$ cat src/hw/rtl/utsc_pkg.sv
// shared types, constants and helpers for the utf-8 text statistics counter
package utsc_pkg;

	localparam int COUNT_BITS = 32;
	localparam int OUT_BITS   = 32;
	localparam int CP_BITS    = 21;

	localparam logic [COUNT_BITS-1:0] CNT_ONE = COUNT_BITS'(1);

	// cjk ranges
	localparam logic [CP_BITS-1:0] EXT_A_LO  = CP_BITS'(24'h003400);
	localparam logic [CP_BITS-1:0] EXT_A_HI  = CP_BITS'(24'h004DBF);
	localparam logic [CP_BITS-1:0] UNIFIED_LO = CP_BITS'(24'h004E00);
	localparam logic [CP_BITS-1:0] UNIFIED_HI = CP_BITS'(24'h009FFF);
	localparam logic [CP_BITS-1:0] COMPAT_LO = CP_BITS'(24'h00F900);
	localparam logic [CP_BITS-1:0] COMPAT_HI = CP_BITS'(24'h00FAFF);
	localparam logic [CP_BITS-1:0] KANA_LO   = CP_BITS'(24'h003040);
	localparam logic [CP_BITS-1:0] KANA_HI   = CP_BITS'(24'h0030FF);
	localparam logic [CP_BITS-1:0] HANGUL_LO = CP_BITS'(24'h00AC00);
	localparam logic [CP_BITS-1:0] HANGUL_HI = CP_BITS'(24'h00D7AF);

	// ascii classes
	localparam logic [CP_BITS-1:0] CP_TAB     = CP_BITS'(8'h09);
	localparam logic [CP_BITS-1:0] CP_CR      = CP_BITS'(8'h0D);
	localparam logic [CP_BITS-1:0] CP_SPACE   = CP_BITS'(8'h20);
	localparam logic [CP_BITS-1:0] CP_APOS    = CP_BITS'(8'h27);
	localparam logic [CP_BITS-1:0] CP_HYPHEN  = CP_BITS'(8'h2D);
	localparam logic [CP_BITS-1:0] CP_DIGIT_LO = CP_BITS'(8'h30);
	localparam logic [CP_BITS-1:0] CP_DIGIT_HI = CP_BITS'(8'h39);
	localparam logic [CP_BITS-1:0] CP_UPPER_LO = CP_BITS'(8'h41);
	localparam logic [CP_BITS-1:0] CP_UPPER_HI = CP_BITS'(8'h5A);
	localparam logic [CP_BITS-1:0] CP_LOWER_LO = CP_BITS'(8'h61);
	localparam logic [CP_BITS-1:0] CP_LOWER_HI = CP_BITS'(8'h7A);

	// lead byte decode
	localparam logic [2:0] LEAD2_TAG = 3'b110;
	localparam logic [3:0] LEAD3_TAG = 4'b1110;
	localparam logic [1:0] PEND_NONE = 2'd0;
	localparam logic [1:0] PEND_ONE  = 2'd1;
	localparam logic [1:0] PEND_TWO  = 2'd2;
	localparam logic [1:0] PEND_THREE = 2'd3;

	typedef struct packed {
		logic space;
		logic word;
		logic cjk;
	} cp_class_t;

	function automatic logic [COUNT_BITS-1:0] sat_inc(input logic [COUNT_BITS-1:0] v);
		return (&v) ? v : v + CNT_ONE;
	endfunction

endpackage

$ cat src/hw/rtl/utf8_text_statistics_counter_unit.sv
// top level of the utf-8 text statistics counter: decode, classify and counters
// One byte of UTF-8 text enters per cycle unless the result side stalls, and each byte
// produces one result transaction. A byte passes an input register, then a single stage of
// decode, classification and saturating increment that writes the decoder state, the four
// counters and the completion flag; the counters themselves form the result register.
// Sustained rate is one byte per clock; the only limit is the result side stalling, which
// holds the input register and stalls the input channel.
module utf8_text_statistics_counter_unit (
	input  logic        clk,
	input  logic        arst_n,
	input  logic        byte_valid,
	output logic        byte_stall,
	input  logic [7:0]  data_byte,
	input  logic        run_end,
	input  logic        clear_counts,
	output logic        result_valid,
	input  logic        result_stall,
	output logic        char_done,
	output logic [31:0] total_chars,
	output logic [31:0] visible_chars,
	output logic [31:0] cjk_chars,
	output logic [31:0] word_total
);

	logic       valid_s1;
	logic [7:0] data_s1;
	logic       last_s1;
	logic       clr_s1;

	logic [utsc_pkg::CP_BITS-1:0] partial_q;
	logic [1:0]                   pending_q;
	logic                         in_word_q;
	logic                         done_q;
	logic                         res_valid_q;
	logic [utsc_pkg::COUNT_BITS-1:0] char_cnt_q;
	logic [utsc_pkg::COUNT_BITS-1:0] vis_cnt_q;
	logic [utsc_pkg::COUNT_BITS-1:0] cjk_cnt_q;
	logic [utsc_pkg::COUNT_BITS-1:0] word_cnt_q;

	logic                         advance;
	logic [utsc_pkg::CP_BITS-1:0] point_d;
	logic [1:0]                   pending_d;
	logic                         done_d;
	utsc_pkg::cp_class_t          cls;
	logic [utsc_pkg::COUNT_BITS-1:0] char_base, vis_base, cjk_base, word_base;

	assign advance    = valid_s1 && (!res_valid_q || !result_stall);
	assign byte_stall = valid_s1 && !advance;

	// input register
	always_ff @(posedge clk or negedge arst_n) begin
		if (!arst_n) begin
			valid_s1 <= 1'b0;
		end else if (!byte_stall) begin
			valid_s1 <= byte_valid;
		end
	end

	always_ff @(posedge clk) begin
		if (!byte_stall && byte_valid) begin
			data_s1 <= data_byte;
			last_s1 <= run_end;
			clr_s1  <= clear_counts;
		end
	end

	// utf-8 decode
	always_comb begin
		pending_d = utsc_pkg::PEND_NONE;
		done_d    = 1'b0;
		if (pending_q != utsc_pkg::PEND_NONE) begin
			point_d   = {partial_q[utsc_pkg::CP_BITS-7:0], data_s1[5:0]};
			pending_d = pending_q - utsc_pkg::PEND_ONE;
			done_d    = (pending_d == utsc_pkg::PEND_NONE);
		end else if (!data_s1[7]) begin
			point_d = utsc_pkg::CP_BITS'(data_s1);
			done_d  = 1'b1;
		end else if (data_s1[7:5] == utsc_pkg::LEAD2_TAG) begin
			point_d   = utsc_pkg::CP_BITS'(data_s1[4:0]);
			pending_d = utsc_pkg::PEND_ONE;
		end else if (data_s1[7:4] == utsc_pkg::LEAD3_TAG) begin
			point_d   = utsc_pkg::CP_BITS'(data_s1[3:0]);
			pending_d = utsc_pkg::PEND_TWO;
		end else begin
			point_d   = utsc_pkg::CP_BITS'(data_s1[2:0]);
			pending_d = utsc_pkg::PEND_THREE;
		end
		if (last_s1) begin
			done_d = 1'b1;
		end
	end

	utsc_classify u_classify (
		.code_point (point_d),
		.cls        (cls)
	);

	assign char_base = clr_s1 ? '0 : char_cnt_q;
	assign vis_base  = clr_s1 ? '0 : vis_cnt_q;
	assign cjk_base  = clr_s1 ? '0 : cjk_cnt_q;
	assign word_base = clr_s1 ? '0 : word_cnt_q;

	// decoder state, counters and result register
	always_ff @(posedge clk or negedge arst_n) begin
		if (!arst_n) begin
			partial_q   <= '0;
			pending_q   <= utsc_pkg::PEND_NONE;
			in_word_q   <= 1'b0;
			done_q      <= 1'b0;
			res_valid_q <= 1'b0;
			char_cnt_q  <= '0;
			vis_cnt_q   <= '0;
			cjk_cnt_q   <= '0;
			word_cnt_q  <= '0;
		end else begin
			if (!res_valid_q || !result_stall) begin
				res_valid_q <= valid_s1;
			end
			if (advance) begin
				done_q <= done_d;
				if (done_d) begin
					partial_q  <= '0;
					pending_q  <= utsc_pkg::PEND_NONE;
					in_word_q  <= cls.word && !last_s1;
					char_cnt_q <= utsc_pkg::sat_inc(char_base);
					vis_cnt_q  <= cls.space ? vis_base : utsc_pkg::sat_inc(vis_base);
					cjk_cnt_q  <= cls.cjk ? utsc_pkg::sat_inc(cjk_base) : cjk_base;
					word_cnt_q <= (cls.word && !in_word_q) ?
						utsc_pkg::sat_inc(word_base) : word_base;
				end else begin
					partial_q  <= point_d;
					pending_q  <= pending_d;
					in_word_q  <= in_word_q && !last_s1;
					char_cnt_q <= char_base;
					vis_cnt_q  <= vis_base;
					cjk_cnt_q  <= cjk_base;
					word_cnt_q <= word_base;
				end
			end
		end
	end

	assign result_valid  = res_valid_q;
	assign char_done     = done_q;
	assign total_chars   = utsc_pkg::OUT_BITS'(char_cnt_q);
	assign visible_chars = utsc_pkg::OUT_BITS'(vis_cnt_q);
	assign cjk_chars     = utsc_pkg::OUT_BITS'(cjk_cnt_q);
	assign word_total    = utsc_pkg::OUT_BITS'(word_cnt_q);

endmodule

$ cat src/hw/rtl/utsc_classify.sv
// code point classifier: whitespace, english word character and cjk range
module utsc_classify (
	input  logic [utsc_pkg::CP_BITS-1:0] code_point,
	output utsc_pkg::cp_class_t          cls
);

	always_comb begin
		cls.space = (code_point == utsc_pkg::CP_SPACE) ||
			((code_point >= utsc_pkg::CP_TAB) && (code_point <= utsc_pkg::CP_CR));
		cls.word = ((code_point >= utsc_pkg::CP_DIGIT_LO) &&
				(code_point <= utsc_pkg::CP_DIGIT_HI)) ||
			((code_point >= utsc_pkg::CP_UPPER_LO) && (code_point <= utsc_pkg::CP_UPPER_HI)) ||
			((code_point >= utsc_pkg::CP_LOWER_LO) && (code_point <= utsc_pkg::CP_LOWER_HI)) ||
			(code_point == utsc_pkg::CP_APOS) || (code_point == utsc_pkg::CP_HYPHEN);
		cls.cjk = ((code_point >= utsc_pkg::EXT_A_LO) && (code_point <= utsc_pkg::EXT_A_HI)) ||
			((code_point >= utsc_pkg::UNIFIED_LO) && (code_point <= utsc_pkg::UNIFIED_HI)) ||
			((code_point >= utsc_pkg::COMPAT_LO) && (code_point <= utsc_pkg::COMPAT_HI)) ||
			((code_point >= utsc_pkg::KANA_LO) && (code_point <= utsc_pkg::KANA_HI)) ||
			((code_point >= utsc_pkg::HANGUL_LO) && (code_point <= utsc_pkg::HANGUL_HI));
	end

endmodule
$ cat config.mk
export PLATFORM = sky130hd
export DESIGN_NAME = utf8_text_statistics_counter_unit
export DESIGN_NICKNAME = d
export VERILOG_FILES = /design/src/hw/rtl/utsc_pkg.sv /design/src/hw/rtl/utf8_text_statistics_counter_unit.sv /design/src/hw/rtl/utsc_classify.sv
export SDC_FILE = /design/constraint.sdc
export NUM_CORES = 1
export LEC_CHECK = 0
export ABC_AREA = 0
export BUFFER_PORTS_ARGS = -buffer_cell sky130_fd_sc_hd__clkbuf_2
export CAP_MARGIN = 20
export CORE_AREA = 2 2 180 182
export CTS_BUF_LIST = sky130_fd_sc_hd__clkbuf_4
export DETAILED_ROUTE_END_ITERATION = 12
export DIE_AREA = 0 0 182 184
export PLACE_DENSITY = 0.48
export SETUP_SLACK_MARGIN = 0.5
export SYNTH_ARGS = -nofsm -noshare
export SYNTH_HDL_FRONTEND = slang
export SYNTH_SLANG_ARGS = --single-unit
$ cat constraint.sdc
create_clock -name clk -period 4.4 [get_ports clk]
set_input_delay 0.88 -clock clk [delete_from_list [all_inputs] [get_ports clk]]
set_output_delay 0.88 -clock clk [all_outputs]
set_load 0.01 [all_outputs]
# Yosys cells after proc, flatten, opt, wreduce, memory -nomap -nowiden
# Cells that the tools add are included.
dict set report totals {
  register_bits 159
  latch_bits 0
  mem_bits_rw 0
  mem_bits_ro 0
  out_inout_bits 131
  wordCells 107
  mem_count 0
}
dict set report classes {
  n_addsub 5
  n_mul 0
  div 0
  order_cmp 18
  n_eq_ne 5
  shift 0
  muxes 29
  n_bitwise 0
  n_reduce_logical 37
}
# cell n
set ops {}
lappend ops {{32-bit 2-to-1 mux} 15}
lappend ops {{32-bit by 1-bit adder with 32-bit output, second input constant} 4}
lappend ops {{32-bit AND reduction} 4}
lappend ops {{21-bit by 6-bit == test with 1-bit output, second input constant} 3}
lappend ops {{21-bit by 16-bit <= comparator with 1-bit output, second input constant} 3}
lappend ops {{21-bit by 14-bit >= comparator with 1-bit output, second input constant} 2}
lappend ops {{21-bit by 16-bit >= comparator with 1-bit output, second input constant} 2}
lappend ops {{21-bit by 7-bit >= comparator with 1-bit output, second input constant} 2}
lappend ops {{21-bit by 7-bit <= comparator with 1-bit output, second input constant} 2}
lappend ops {{21-bit by 15-bit >= comparator with 1-bit output, second input constant} 1}
lappend ops {{21-bit by 4-bit >= comparator with 1-bit output, second input constant} 1}
lappend ops {{21-bit by 6-bit >= comparator with 1-bit output, second input constant} 1}
lappend ops {{21-bit by 14-bit <= comparator with 1-bit output, second input constant} 1}
lappend ops {{21-bit by 15-bit <= comparator with 1-bit output, second input constant} 1}
lappend ops {{21-bit by 4-bit <= comparator with 1-bit output, second input constant} 1}
lappend ops {{21-bit by 6-bit <= comparator with 1-bit output, second input constant} 1}
lappend ops {{21-bit 2-to-1 mux} 1}
lappend ops {{1-bit logical AND} 15}
lappend ops {{15-bit 2-to-1 mux} 1}
lappend ops {{1-bit logical OR} 10}
lappend ops {{2-bit 2-to-1 mux} 4}
lappend ops {{7-bit 2-to-1 mux} 1}
lappend ops {{1-bit zero test} 6}
lappend ops {{1-bit 2-to-1 mux} 5}
lappend ops {{other kinds (7)} 7}

# Depth between registers and ports, before layout
dict set report depth {
  depth_word 14
  mapped_depth 15
  mapped_depth_nobuf 9
}

# By module
# A second synthesis with hierarchy kept.
dict set report hier_totals {
  hier_cells 995
  hier_area_um2 8924.8
}
# module n_inst cells_each area_each_um2 seq_area_each_um2
set modules_own_cells {}
lappend modules_own_cells {utf8_text_statistics_counter_unit 1 940 8575.7 4028.9}
lappend modules_own_cells {utsc_classify 1 55 349.1 0.0}

# Worst setup path before layout
# OpenSTA, ideal clock, no wires.
dict set report synth_timing {
  path_kind {register to register}
  start {register clr_s1}
  end {register vis_cnt_q, in the netlist visible_chars[1]}
  setup_time_ns 0.123
  t_arrival_ns 3.512
  setup_slack_ns 0.765
  stages_incl_launch_ff 16
  n_path_buf 6
  synth_period_minus_slack_ns 3.635
  cell_sequence {edfxtp_1 > buf_2 > buf_2 > clkbuf_1 > clkbuf_1 > clkbuf_1 > nor2b_1 > ha_1 > nand3_1 > nor3_1 > nand4_1 > nor3_1 > a21oi_1 > clkbuf_1 > a32oi_1 > nand2_1}
}
dict set report synth_between {
  elab_chain_len 5
}
# element line_no
set synth_lines {}
lappend synth_lines {{start, declared} utf8_text_statistics_counter_unit.sv:28} ;# logic clr_s1;
lappend synth_lines {{start signal, assigned} utf8_text_statistics_counter_unit.sv:63} ;# clr_s1 <= clear_counts;
lappend synth_lines {{32-bit 2-to-1 mux (*)} utf8_text_statistics_counter_unit.sv:99} ;# assign vis_base = clr_s1 ? '0 : vis_cnt_q;
lappend synth_lines {{32-bit by 1-bit adder with 32-bit output / 32-bit AND reduction (equally long branches)} utsc_pkg.sv:50} ;# return (&v) ? v : v + CNT_ONE;
lappend synth_lines {{32-bit 2-to-1 mux} utsc_pkg.sv:50}
lappend synth_lines {{32-bit 2-to-1 mux} utf8_text_statistics_counter_unit.sv:126} ;# vis_cnt_q <= cls.space ? vis_base : utsc_pkg::sat_inc(vis_base);
lappend synth_lines {{32-bit 2-to-1 mux (*)} utf8_text_statistics_counter_unit.sv:121} ;# if (done_d) begin
lappend synth_lines {{end signal, assigned} utf8_text_statistics_counter_unit.sv:126}
lappend synth_lines {{end signal, assigned} utf8_text_statistics_counter_unit.sv:135} ;# vis_cnt_q <= vis_base;
lappend synth_lines {{end, declared} utf8_text_statistics_counter_unit.sv:36} ;# logic [utsc_pkg::COUNT_BITS-1:0] vis_cnt_q;
# Mark *: on every way between the ends. The rest lies on a longest branch, timed or not.
# A chain may end at the register's enable or synchronous reset.

# Worst setup path in the final report
dict set report layout_timing {
  start {register clr_s1}
  end {register char_cnt_q, in the netlist total_chars[7]}
}
dict set report layout_between {
  elab_chain_len 4
}
# element line_no
set layout_lines {}
lappend layout_lines {{32-bit 2-to-1 mux (*)} utf8_text_statistics_counter_unit.sv:98} ;# assign char_base = clr_s1 ? '0 : char_cnt_q;
lappend layout_lines {{32-bit by 1-bit adder with 32-bit output / 32-bit AND reduction (equally long branches)} utsc_pkg.sv:50}
lappend layout_lines {{32-bit 2-to-1 mux} utsc_pkg.sv:50}
lappend layout_lines {{32-bit 2-to-1 mux (*)} utf8_text_statistics_counter_unit.sv:121}
lappend layout_lines {{end signal, assigned} utf8_text_statistics_counter_unit.sv:125} ;# char_cnt_q <= utsc_pkg::sat_inc(char_base);
lappend layout_lines {{end signal, assigned} utf8_text_statistics_counter_unit.sv:134} ;# char_cnt_q <= char_base;
lappend layout_lines {{end, declared} utf8_text_statistics_counter_unit.sv:35} ;# logic [utsc_pkg::COUNT_BITS-1:0] char_cnt_q;
# Marks and branches as above.

==> flow_summary.ini <==
[floorplan]
die_width_um = 182
die_area_um2 = 33500
boundaryPins = 145
start_util_pct = 29.8
core-area_um2 = 31400
rows = 65
die_h_um = 184

[clocking]
cts_hold_buf = 0
clkSlewWorstSetupHoldPaths_ns = 0.16
clock_path_buffers = 2
ctsResizeCount = 0
clockRootBuffer = clkbuf_4
post-cts-setup-buffers = 0
clk_latency_ns = 0.61
cts.sinks = 159
cts_tree = built
cts_max_level = 4
numCtsBuffers = 17

[placement]
place.gp.congestion = 0.820
placement.io_buffers = 144
dp_hpwl_mm = 20.7
placed_cell_area_um2 = 10600
placed_cells = 1597

[detailed_routing]
drtIter0Drc = 619
vias_per_cell = 5.31
totalWireLength_mm = 29.6
ant_nets = 0
vias = 8667
drc = 0
routedWlPerCell_um = 18.1
first_pass_iters = 6

[logic_synthesis]
synth.cell_area_um2 = 9350
yosysUniqueCellTypes = 67
synthFlopType = dfrtp_1
async_flop_share_pct = 93.7
synth.yosys.warnings = 0
syn_nets = 1098
yosys_register_bits = 159
synth.yosys.seq_area_share_pct = 43.1
avgSynthCellArea_um2 = 8.66
synth_edf_count = 10
netlist_instances = 1080

[sta]
maxSlewHeadroom_pct = 33.4
fin_worst_skew_ns = 0.0360
setup_tns_ns = 0
period_needed_ns = 3.20
finalMaxSlewViolations = 0
max_freq_mhz = 312
setup_viol = 0
period_share_pct = 72.8
rsz0062_at_grt = false
hold_viol = 0
tightest_slew_ns = 0.999

[finish]
design_area_um2 = 10900
nets = 1233
instances_no_fill = 1633
final_common_cell = nand2_1
mostFrequentLayoutCells = nand2_1 (185), dfrtp_1 (149), clkbuf_2 (143)
drive_gt1_share_pct = 18.3
area_delta_synth_final_pct = 16.1

[global_route]
grt_pass1_vias = 8220
grtUsageTotal_pct = 17.9
gr-total-overflow = 0
grt_max_degree = 85
grt_pass1_wl_mm = 47.2
antenna_found_initial = 2

[worst_setup_path]
cp_max_fo = 21
cp_top_family = simple AND/OR/NAND/NOR gates
startpoint_type = register
cpMaxStageDelayCell = nor4b_1
path_cells = buf_4 -> nor2b_1 -> ha_1 -> nand3_1 -> nor3_1 -> nor4b_1 -> nor2_1 -> and3_1 -> xnor2_1
arrival_ns = 3.72
required_ns = 4.92
end_kind = register
max_stage_delay_ns = 0.78
critPathBufInv = 1
path_class = register to register

[status]
status = finished, final reports clean

[job]
cap_violations = 0

[power]
ir_drop_uv = 145
power.total_mw = 3.32
p_per_area_nw_per_um2 = 306
p_leak_nw = 4.45

[min_path]
hold_path.class = primary input to asynchronous set/reset pin
[cells in the mapped netlist, types with 15 or more instances]
cell,n,area (um^2)
o211ai_1,18,135
nor3_1,53,265
and3_1,40,250
dfrtp_1,149,3730
nand3_1,108,541
nand2_1,187,702
o21ai_0,28,140
a31oi_1,15,93.8
xnor2_1,52,455
nor4_1,20,125
nor2_1,49,184
nand4_1,45,282
nor2b_1,21,131
clkbuf_1,45,169
xor2_1,43,377
inv_1,15,56.3
a21oi_1,27,135
[sequential cells by signal, summed over array words and instances, names as in the netlist]
name	flops
partial_q	15
result_valid	1
word_total	32
data_s1	8
total_chars	32
valid_s1	1
char_done	1
cjk_chars	32
visible_chars	32
pending_q	2
in_word_q	1
clr_s1	1
last_s1	1
[cell families (layout without fill, tap and decap cells)]
group,after synthesis,count (layout),share of synthesized area (%)
flip-flops,159,159,43.1
buffers and inverters,71,218,2.96
multiplexers,8,8,0.870
AND/OR/NAND/NOR,606,606,33.3
AO/OA/AOI/OAI,137,137,10.3
adder cells (fa/ha/maj),4,4,0.535
XOR/XNOR,95,95,8.90
other,0,4,0
[layer usage]
| layer | global-route usage (%) | share of wire, % |
|---|---|---|
| met3 | 3.80 | 5.0 |
| met1 | 24.8 | 48 |
| met5 | 0 | 0 |
| met4 | 5.10 | 1.8 |
| met2 | 28.0 | 46 |
[per-stage QoR]
step | hold WS, ns | utilization [%] | setup WS (ns)
finish | 0.306 | 34.6 | 1.20
global route | 0.341 | 34.6 | 0.843
CTS | 0.318 | 34.5 | 1.11
detailed placement | 0.493 | 33.7 | 1.13
global placement | 0.490 | 33.7 | 1.17
floorplan | 0.462 | - | 0.765
[power breakdown]
part	switching (mW)	total [mW]	internal (mW)
Clock	0.593	0.888	0.295
Combinational	0.435	0.670	0.236
Sequential	0.181	1.76	1.58
[final cells by class]
| type | count | area, um^2 |
|---|---|---|
| flip-flops and latches | 159 | 4030 |
| diodes | 4 | 10.0 |
| clock buffers | 19 | 143 |
| clock inverters | 12 | 111 |
| fillers | 3301 | 20500 |
| well taps | 402 | 503 |
| inverters | 16 | 60.1 |
| repair buffers | 171 | 942 |
| multi-input cells | 850 | 5060 |
[worst paths after layout]
kind                       slack (ns)                             to  cells past startpoint                       from
min reg2reg                      0.52      partial_q[14]$_DFFE_PN0P_                      2  partial_q[14]$_DFFE_PN0P_
max                              1.20     total_chars[7]$_DFFE_PN0P_                      9           clr_s1$_DFFE_PP_
min                              0.31      cjk_chars[12]$_DFFE_PN0P_                      1                     arst_n
min in group clk                 0.45               clr_s1$_DFFE_PP_                      1               clear_counts
max reg2reg                      1.20     total_chars[7]$_DFFE_PN0P_                      9           clr_s1$_DFFE_PP_
max in group asynchronous        3.22  visible_chars[23]$_DFFE_PN0P_                      2                     arst_n
[worst register-to-register path: stages (launching register included)]
cell and delay, ns:
edfxtp_1 0.60, buf_4 0.30, nor2b_1 0.21, ha_1 0.26, nand3_1 0.13, nor3_1 0.31
nor4b_1 0.78, nor2_1 0.17, and3_1 0.25, xnor2_1 0.12
No activity file was read; power rests on OpenSTA's default activity.
